`src/rtl/pcpa_pkg.sv`:
```
`timescale 1ns / 1ps
// ----------------------------------------------------------------------------
// pcpa_pkg
// Shared types and constants of the per-CPU page allocator.
// ----------------------------------------------------------------------------
package pcpa_pkg;

  localparam int NUM_REQ     = 8;
  localparam int NUM_PAGES   = 32768;
  localparam int STEAL_LIMIT = 64;

  localparam int REQ_W    = 3;
  localparam int IDX_W    = $clog2(NUM_PAGES);
  localparam int LINK_W   = IDX_W + 1;
  localparam int ADDR_W   = 32;
  localparam int PG_SHIFT = 12;
  localparam int PGNUM_W  = ADDR_W - PG_SHIFT;
  localparam int BUDGET_W = $clog2(STEAL_LIMIT + 1);
  localparam int VIC_W    = $clog2(NUM_REQ + 1);
  localparam int Q_DEPTH  = 2;
  localparam int QPTR_W   = $clog2(Q_DEPTH);
  localparam int QCNT_W   = $clog2(Q_DEPTH + 1);

  // Configuration register indexes
  localparam logic CFG_REGION_START = 1'b0;
  localparam logic CFG_REGION_END   = 1'b1;

  // Actions
  localparam logic ACT_ALLOC = 1'b0;
  localparam logic ACT_FREE  = 1'b1;

  // Result status codes
  localparam logic [1:0] ST_ALLOC = 2'd0;
  localparam logic [1:0] ST_FREED = 2'd1;
  localparam logic [1:0] ST_OOM   = 2'd2;
  localparam logic [1:0] ST_BAD   = 2'd3;

  typedef enum logic [1:0] {
    OP_ALLOC,
    OP_FREE,
    OP_BAD
  } op_kind_t;

  typedef struct packed {
    op_kind_t         kind;
    logic [REQ_W-1:0] req;
    logic [IDX_W-1:0] idx;
  } op_entry_t;

endpackage

```
`src/rtl/pcpa_front.sv`:
```
`timescale 1ns / 1ps
// ----------------------------------------------------------------------------
// pcpa_front
// Holds the region registers, classifies each transaction and queues it.
// ----------------------------------------------------------------------------
module pcpa_front (
  input  logic                          clk,
  input  logic                          rst_n,
  input  logic                          cfg_we,
  input  logic                          cfg_index,
  input  logic [pcpa_pkg::ADDR_W-1:0]   cfg_wdata,
  input  logic                          start,
  output logic                          busy,
  input  logic                          in_action,
  input  logic [pcpa_pkg::REQ_W-1:0]    in_requester,
  input  logic [pcpa_pkg::ADDR_W-1:0]   in_page_addr,
  output logic                          q_valid,
  output pcpa_pkg::op_entry_t           q_head,
  input  logic                          q_pop,
  output logic [pcpa_pkg::ADDR_W-1:0]   base
);

  logic [pcpa_pkg::ADDR_W-1:0]  region_start_r, region_end_r;
  pcpa_pkg::op_entry_t          q_mem_r [pcpa_pkg::Q_DEPTH];
  logic [pcpa_pkg::QPTR_W-1:0]  wr_ptr_r, rd_ptr_r;
  logic [pcpa_pkg::QCNT_W-1:0]  cnt_r;
  logic [pcpa_pkg::ADDR_W-1:0]  offset;
  logic                         bad;
  logic                         push;
  pcpa_pkg::op_entry_t          entry;

  function automatic logic [pcpa_pkg::QCNT_W-1:0] QCNT_INC(input logic b);
    QCNT_INC = pcpa_pkg::QCNT_W'(b);
  endfunction

  // Page base: region start rounded up to a page
  assign base = (region_start_r + pcpa_pkg::ADDR_W'(12'hFFF)) &
                ~pcpa_pkg::ADDR_W'(12'hFFF);
  assign offset = in_page_addr - base;

  // Classify the incoming transaction
  always_comb begin
    bad = ({1'b0, in_requester} >= (pcpa_pkg::REQ_W + 1)'(pcpa_pkg::NUM_REQ)) ||
          (in_page_addr[pcpa_pkg::PG_SHIFT-1:0] != '0) ||
          (in_page_addr < region_start_r) || (in_page_addr >= region_end_r) ||
          (offset[pcpa_pkg::ADDR_W-1:pcpa_pkg::PG_SHIFT] >=
           pcpa_pkg::PGNUM_W'(pcpa_pkg::NUM_PAGES));
    entry.req = in_requester;
    entry.idx = offset[pcpa_pkg::PG_SHIFT +: pcpa_pkg::IDX_W];
    if (in_action == pcpa_pkg::ACT_ALLOC) begin
      entry.kind = pcpa_pkg::OP_ALLOC;
    end else if (bad) begin
      entry.kind = pcpa_pkg::OP_BAD;
    end else begin
      entry.kind = pcpa_pkg::OP_FREE;
    end
  end

  assign busy    = (cnt_r == pcpa_pkg::QCNT_W'(pcpa_pkg::Q_DEPTH));
  assign push    = start && !busy;
  assign q_valid = (cnt_r != '0);
  assign q_head  = q_mem_r[rd_ptr_r];

  // Hold configuration registers
  always_ff @(posedge clk) begin
    if (!rst_n) begin
      region_start_r <= '0;
      region_end_r   <= '0;
    end else if (cfg_we) begin
      if (cfg_index == pcpa_pkg::CFG_REGION_START) begin
        region_start_r <= cfg_wdata;
      end else begin
        region_end_r <= cfg_wdata;
      end
    end
  end

  // Advance queue pointers
  always_ff @(posedge clk) begin
    if (!rst_n) begin
      wr_ptr_r <= '0;
      rd_ptr_r <= '0;
      cnt_r    <= '0;
    end else begin
      if (push) begin
        wr_ptr_r <= wr_ptr_r + 1'b1;
      end
      if (q_pop && q_valid) begin
        rd_ptr_r <= rd_ptr_r + 1'b1;
      end
      cnt_r <= cnt_r + QCNT_INC(push) - QCNT_INC(q_pop && q_valid);
    end
  end

  // Store queued entries
  always_ff @(posedge clk) begin
    if (push) begin
      q_mem_r[wr_ptr_r] <= entry;
    end
  end

endmodule

```
`config.mk`:
```
export PLATFORM = sky130hd
export DESIGN_NAME = pcpa_front
export DESIGN_NICKNAME = d
export VERILOG_FILES = /design/src/rtl/pcpa_pkg.sv /design/src/rtl/pcpa_front.sv
export SDC_FILE = /design/constraint.sdc
export NUM_CORES = 1
export LEC_CHECK = 0
export ABC_AREA = 1
export BUFFER_PORTS_ARGS = -buffer_cell sky130_fd_sc_hd__buf_2
export CAP_MARGIN = 40
export CORE_AREA = 2 2 134 103
export DETAILED_ROUTE_END_ITERATION = 8
export DIE_AREA = 0 0 136 105
export PLACE_DENSITY = 0.89
export REMOVE_ABC_BUFFERS = 1
export SYNTH_ARGS = -nofsm -noshare
export SYNTH_HDL_FRONTEND = slang
export SYNTH_SLANG_ARGS = --single-unit
```
`constraint.sdc`:
```
create_clock -name clk -period 3.85 [get_ports clk]
set_clock_uncertainty 0.15 [all_clocks]
set_input_delay 0.1925 -clock clk [delete_from_list [all_inputs] [get_ports clk]]
set_output_delay 0.1925 -clock clk [all_outputs]
set_load 0.02 [all_outputs]
```
After elaboration in Yosys (flattened, before gate mapping)
Memories as Yosys holds them, arrays and structs flattened. A register that Yosys moved wholly into a read port is not among the register bits.
Index checks and enable logic that the tools add are counted.
{ "totals": {"memories": 1, "wordCells": 33, "out_inout_bits": 54, "ramBits": 40, "in_bits": 74, "reg_bits": 68} }
{ "op_classes": {"mux": 6, "bitwise": 1, "order_cmp": 3, "eq_ne": 1, "reduce_logical": 10, "addsub": 6} }
{ "memory_table": {"columns": ["memory", "depth", "word_bits", "read_ports", "rd_ports_with_merged_regs", "write_ports", "line", "source"], "rows": [
  ["q_mem_r", 2, 20, 1, 1, 1, "pcpa_front.sv:24", "pcpa_pkg::op_entry_t q_mem_r [pcpa_pkg::Q_DEPTH];"]
]} }
{ "op_table": {"columns": ["operator", "n"], "rows": [
  ["adder 32 x 12 -> 32 bit, second input constant", 1],
  ["greater-or-equal comparator 32 bit", 1],
  ["less-than comparator 32 bit", 1],
  ["subtractor 32 bit", 1],
  ["greater-or-equal comparator 20 x 16 -> 1 bit, second input constant", 1],
  ["nonzero test 12 bit", 1],
  ["two-way mux 1 bit", 4],
  ["two-way mux 2 bit", 2],
  ["AND reduction 2 bit", 2],
  ["logical OR 1 bit", 3],
  ["adder 1 bit, second input constant", 2],
  ["adder 2 x 1 -> 2 bit", 1],
  ["== test 2 bit, second input constant", 1],
  ["logical AND 1 bit", 2],
  ["nonzero test 2 bit", 1],
  ["subtractor 2 x 1 -> 2 bit", 1],
  ["zero test 1 bit", 1],
  ["inverter 1 bit", 1]
]} }

Logic depth before layout (Yosys ltp)
Gate-level depths: netlist of the first run.
{ "logic_depth": {"depth_word": 6, "depth_mapped": 26, "ltp_nobuf": 26} }

Worst setup path before layout of the first run
Ideal clock, no wire load.
{ "synth_timing": {"kind": "reg-to-reg", "start": "register region_start_r[15] in the netlist's numbering", "end": "memory q_mem_r[0][19] in the netlist's numbering (data pin)", "required_time_ns": 3.445, "period_less_slack_ns": 3.326, "t_arrival_ns": 2.921, "path_buffers": 0, "path_slack_ns": 0.524, "path_stages_with_launch": 24, "setup_time_ns": 0.255, "path_cell_list": "dfxtp_1 > nand2_2 > nor3_4 > nand2_4 > inv_1 > nand2_1 > inv_1 > nand2_1 > nor2_1 > inv_1 > a21oi_1 > inv_1 > ha_1 > nand2_1 > o21ai_0 > inv_1 > nor2_1 > nor2_1 > nand2_1 > nand2_1 > nand2_1 > nand2_1 > nor2_1 > nor2_1"} }
{ "synth_rtl": {"columns": ["item", "line", "source"], "rows": [
  ["start, declared", "pcpa_front.sv:23", "logic [pcpa_pkg::ADDR_W-1:0] region_start_r, region_end_r;"],
  ["start signal, assigned", "pcpa_front.sv:71", "region_start_r <= cfg_wdata;"],
  ["end, declared", "pcpa_front.sv:24", null]
]} }

==> run metrics, run 1 <==
run status=finished with violations; violated checks=hold timing; row count=36; latest clock arrival within the worst-skew pair=0.36 ns; routed len/inst=14.7 um; Max clock buf depth=2; clock-pin slew on the worst setup and hold paths=0.08 ns; placed insts=1179; CP max FO=5; Die Wd=136 um; Synth Warn #=0; I/O pins=128; postcts setup bufs=0; drt via density=5.35; cell with the most instances after synthesis=inv_1; sequential cell area fraction in the yosys report=0.357; syn avg cell area=7.96 sq um; Cell Area, Synth=7240 sq um; Synth Register Bits=109; cells along the critical path=nand2_2, nor3_4, nand2_4, inv_1, nand2_1, inv_1, nand2_1, nor2_1, inv_1, a21oi_1, inv_1, ha_2, nand2_1, nor2_1, inv_1, nor3_1, nand2_1, nand3_1, nand3_1, nor2_1, nand3_1, nor3_2; Post-Syn Instances=909; pin count of the biggest net entering global routing=65; Critical Path RT=3.88 ns; leading area contributor after synthesis=dfxtp_1; DP HPWL=14000 um; RSZ-0062 raised after global routing=no; CP max stage delay=0.40 ns; layout cells sized above 1=0.199; critical path arrival=3.54 ns; full die area=14300 sq um; Tot Pwr=0.00350 W; post-route non-filler standard cell count=1221; global-route wire length before repair=29200 um; gpl congestion=1.00; Tmin final=3.51 ns; DRT antenna net count=0; worst vdd ir=0.327 mV; Worst-Margin Slew=0.591 ns; # port buffers=115; kind of start point of the critical path=flop; crit end category=flop; hold path start=cfg_wdata[20]; Pwr Density=410 nW/um^2; Post-synth EDFFs=40; H-tree levels=3; Post-DP Area=7990 sq um; DRT iter0 DRCs=425; Worst Hold Class=primary input to flop; Initial Util=0.562; Synth area leaders=dfxtp_1 (19%), edfxtp_1 (17%), ha_1 (14%); final worst-path cycle share=0.911; Core Region=12900 sq um; Setup crit start=region_start_r[12]; gr ovfl total=0; f_max=285 MHz; Filler Cells Inserted=1058; Initial DRT Pass Iterations=5; Most used DFF post-synth=dfxtp_1; Vias=6529; # clock sinks=109; Die Y=105 um; Maximum Capacitance Violations=0; total wire length=18000 um; synth cell count leaders=inv_1 (138), nand2_1 (135), a21oi_1 (113); CTS Buf Count=9; initial antenna violation count=0; fin. max-slew vios=0; slowest CP cell=ha_2; CTS root buf=clkbuf_16; Hold Slack=-0.00677 ns; post-synthesis async set-or-reset flop share=0; vias in the first global route=6102; Yosys cell types=46; slew margin rel.=0.605; Lkg Pwr=3.98 nW; # diodes=0; CTS tree=done; final hold violations=1; share of the synthesized area in the top cell type=0.191; layout net count=1202; Crit Path Class=flop to flop; GR Util All Layers=0.256; Remaining DRCs=0; area grow syn2layout=18.2%; TNS Setup=0 ns; Finished Cell Area=8550 sq um; endpoints failing setup=0; Worst R2R Start=region_start_r[12]; critical path's most frequent cell=inv_1
[where the power goes]
| group | internal, W | total [W] | leakage, nW | switching (W) |
|---|---|---|---|---|
| Clock | 0.000462 | 0.000944 | 0.141 | 0.000482 |
| Combinational | 0.000434 | 0.00114 | 2.89 | 0.000708 |
| Sequential | 0.00137 | 0.00142 | 0.945 | 0.0000517 |
| Total | 0.00226 | 0.00350 | 3.98 | 0.00124 |
[cell type report]
class / instances / area [sq um] / area share
Multi-Input combinational cell: 635 / 4000 / 0.467
Sequential cell: 109 / 2580 / 0.302
Timing Repair Buffer: 147 / 921 / 0.108
Inverter: 143 / 537 / 0.0628
Clock buffer: 9 / 225 / 0.0263
Tap cell: 171 / 214 / 0.0250
Clock inverter: 7 / 73.8 / 0.00863
[sequential cells by signal (all words and copies together) (netlist names), named ones only]
signal          count
rd_ptr_r            1
region_start_r     32
cnt_r               2
region_end_r       32
q_mem_r            40
wr_ptr_r            1
[metal layers]
layer | vias up | track usage | wire length (um)
met1 | 2970 | 0.361 | 8360
met2 | 234 | 0.399 | 7940
met5 | - | 0 | 0
li1 | 3297 | - | -
met3 | 28 | 0.0495 | 1380
met4 | 0 | 0.0677 | 310
[per-stage QoR]
| step | setup WS, ns | hold slack, ns | utilization |
|---|---|---|---|
| 6_report | 0.344 | -0.00677 | 0.664 |
| 5_1_grt | 0.0000617 | 0.00838 | 0.664 |
| 4_1_cts | 0.311 | 0.000820 | 0.663 |
| 3_5_place_dp | 0.360 | 0.233 | 0.620 |
| 3_3_place_gp | 0.517 | 0.232 | 0.615 |
| 2_1_floorplan | 0.524 | 0.136 | - |
[final timing paths]
check                          end  slack [ns]  cells past startpoint
setup / recovery    q_mem_r[1][18]        0.34                     22
hold reg to reg    region_end_r[9]        0.31                      2
setup reg to reg    q_mem_r[1][18]        0.34                     22
hold / removal    region_end_r[20]      -0.007                      3
[layout by cell type, fill, tap and decap left out, types with 3 or more instances in the layout]
cell type      synthesis  final
dfxtp_1               69     67
nand3_1               33     33
dlygate4sd3_1          0     26
nand2_4                6      6
nand3_2                8      8
inv_1                138    138
inv_2                  4      4
ha_1                  82     81
nand4_1                7      7
inv_8                  0      3
mux2_2                20     20
nand3b_1               3      3
edfxtp_1              40     40
nand2_1              135    134
o21a_1                 7      7
nand2_2               17     18
nor2_2                 4      4
a211oi_1               3      3
o21ai_0               82     81
xor2_1                14     14
clkbuf_16              0      9
a21oi_1              113    113
xnor2_1                3      3
nor2_1                51     51
o21ai_1                2      3
buf_2                  0    115
conb_1                 1     12
buf_4                 12      3
nor3_1                 7      7
nor4_1                 6      6
[cell families after synthesis]
group / after synthesis / synth area share
AOI/OAI and AO/OA: 218 / 0.159
DFF: 109 / 0.357
muxes: 20 / 0.0311
adders and majority gates: 83 / 0.145
and+or+nand+nor: 285 / 0.190
xor gates and xnor gates: 17 / 0.0206
buffers and inverters: 176 / 0.0975
other: 1 / 0.000518
[critical path: cells and delay by family, from the launching register on]
family | cells | cell delay (ns)
fa+ha+maj | 1 | 0.40
flops | 1 | 0.39
buf+inv | 5 | 0.39
simple gates | 15 | 1.82
compound gates | 1 | 0.18
[timing repair]
item,4_1_cts,5_1_grt
endpoints found under the hold margin,36,0
endpoints found under the setup margin,0,4
resized for setup,0,4
hold buffers,26,0
(Power assumes the default switching activity.)
==> inputs of run 2 (changes only) <==
Settings changed: CORE_AREA 2 2 134 103 to 2 2 183 140, DIE_AREA 0 0 136 105 to 0 0 185 142, PLACE_DENSITY 0.89 to 0.57.
==> run metrics, run 2 (same netlist as run 1, synthesis figures left out) <==
run status=finished with violations; violated checks=hold timing; endpoints failing setup=0; Worst R2R Start=region_start_r[4]; Initial Util=0.295; slew margin rel.=0.519; kind of start point of the critical path=flop; Sw Pwr=0.00125 W; fin. max-slew vios=0; routed len/inst=14.1 um; Finished Cell Area=8920 sq um; H-tree levels=3; clock-pin slew on the worst setup and hold paths=0.08 ns; full die area=26300 sq um; switching portion of total power=0.354; Initial DRT Pass Iterations=5; Crit Path Class=flop to flop; Setup crit start=region_start_r[4]; total wire length=19700 um; most frequent cells in the layout=inv_1 (138), nand2_1 (133), buf_2 (115); Critical Path RT=3.82 ns; Sequential Power Share=0.404; GR Util All Layers=0.155; most common cell after layout, fill and taps aside=inv_1; Biggest register=q_mem_r; Maximum Capacitance Violations=0; Worst Setup EP=q_mem_r[1][19]; reg2reg end=q_mem_r[1][19]; critical path arrival=3.31 ns; CTS root buf=clkbuf_16; Vias=6316; f_max=300 MHz; Post-DP Area=8220 sq um; DRT antenna net count=0; worst r2r path cells=23; global-route wire length before repair=31400 um; pin count of the biggest net entering global routing=56; Die Wd=185 um; slowest CP cell=ha_1; final hold violations=1; layout net count=1214; gr ovfl total=0; Register Area=2580 sq um; layout cells sized above 1=0.203; Clk pwr share=0.267; RSZ-0062 raised after global routing=no; DP HPWL=15900 um; combinational power share=0.329; crit end category=flop; final worst-path cycle share=0.866; TNS Setup=0 ns; # clock sinks=109; Tmin final=3.34 ns; CTS Buf Count=9; crit-path leading delay family=simple AND/OR/NAND/NOR gates; Die Y=142 um; crit path buf inv count=5; vias in the first global route=5918; Pwr Density=395 nW/um^2; critical path's most frequent cell=inv_1; flip-flop count of the largest register after layout=40; gpl congestion=0.886; reg2reg setup slack=0.51 ns; critical path depth=23; Remaining DRCs=0; CTS tree=done; drt via density=4.51; initial antenna violation count=0; cells along the critical path=nor2_1, nand2_1, nor2_2, nand2_4, nand2_4, inv_1, nand2_1, inv_1, nand2_2, inv_1, a21oi_1, inv_1, ha_1, nand2_1, inv_1, a21oi_1, nor3_1, nor2_1, nand3b_1, nand2_2, nand2_1, nor2_1, nor2_1; Max clock buf depth=2; Multi-input gate area=4030 sq um; # port buffers=115; biggest regs=q_mem_r: 40 flops, region_end_r: 32 flops, region_start_r: 32 flops; latest clock arrival within the worst-skew pair=0.37 ns; DRT iter0 DRCs=355; Worst-Margin Slew=0.714 ns; Core Region=24500 sq um; area grow syn2layout=23.2%; Lkg Pwr=4.04 nW; I/O pins=128; Worst Hold Class=primary input to flop; CP max FO=7; Int Power=0.00228 W; worst vdd ir=0.203 mV; Hold Slack=-0.00424 ns; row count=50; CP max stage delay=0.34 ns; Filler Cells Inserted=2594
## run 2: cell type report
| class | count | share of cell area |
|---|---|---|
| multi-input cells | 635 | 0.451 |
| flip-flops and latches | 109 | 0.290 |
| repair buffers | 159 | 0.118 |
| inverters | 143 | 0.0602 |
| well taps | 338 | 0.0474 |
| clock buffers | 10 | 0.0268 |
| clock inverters | 6 | 0.00659 |
| diodes | 1 | 0.000281 |
## run 2: repair_timing
action,in CTS,in global routing
gates resized for setup,0,10
hold buffers,36,0
setup buffers,0,1
hold endpoints to repair,56,0
endpoints found under the setup margin,0,4
## run 2: worst min-delay path by stage
stage / startpoint / to / cells after the start
floorplan: rst_n / cnt_r[0] / 2
global placement: in_requester[2] / q_mem_r[0][17] / 1
detailed placement: in_requester[2] / q_mem_r[1][17] / 1
CTS: cfg_wdata[18] / region_end_r[18] / 3
global route: cfg_wdata[18] / region_end_r[18] / 3
finish: cfg_wdata[18] / region_end_r[18] / 3
## run 2: power by group through the flow
| stage | sequential [W] | combinational [W] | clock (W) |
|---|---|---|---|
| 2_1_floorplan | 0.00145 | 0.000754 | 0 |
| 3_3_place_gp | 0.00146 | 0.00110 | 0 |
| 3_5_place_dp | 0.00145 | 0.00114 | 0 |
| 4_1_cts | 0.00143 | 0.00117 | 0.000971 |
| 5_1_grt | 0.00144 | 0.00131 | 0.00101 |
| 6_report | 0.00142 | 0.00116 | 0.000941 |
## run 2: metrics by stage
step | utilization | instances | total power (W) | hold WS, ns | setup WS (ns)
2_1_floorplan | - | 887 | 0.00220 | 0.136 | 0.524
3_3_place_gp | 0.332 | 1343 | 0.00256 | 0.233 | 0.416
3_5_place_dp | 0.335 | 1347 | 0.00259 | 0.234 | 0.389
4_1_cts | 0.362 | 1399 | 0.00357 | 0.000168 | 0.316
5_1_grt | 0.364 | 1400 | 0.00375 | 0.0406 | 0.0156
6_report | 0.364 | 1401 | 0.00353 | -0.00424 | 0.514
## run 2: tightest hold or removal path, cell delays in order
cell and delay, ns:
buf_2 0.10, o21ai_0 0.08, a21oi_1 0.10
## run 2: routing by layer
| layer | track usage | routed length [um] | vias up |
|---|---|---|---|
| li1 | - | - | 3327 |
| met1 | 0.227 | 10400 | 2822 |
| met2 | 0.226 | 7890 | 146 |
| met3 | 0.0361 | 1140 | 21 |
| met4 | 0.0388 | 285 | 0 |
| met5 | 0 | 0 | - |
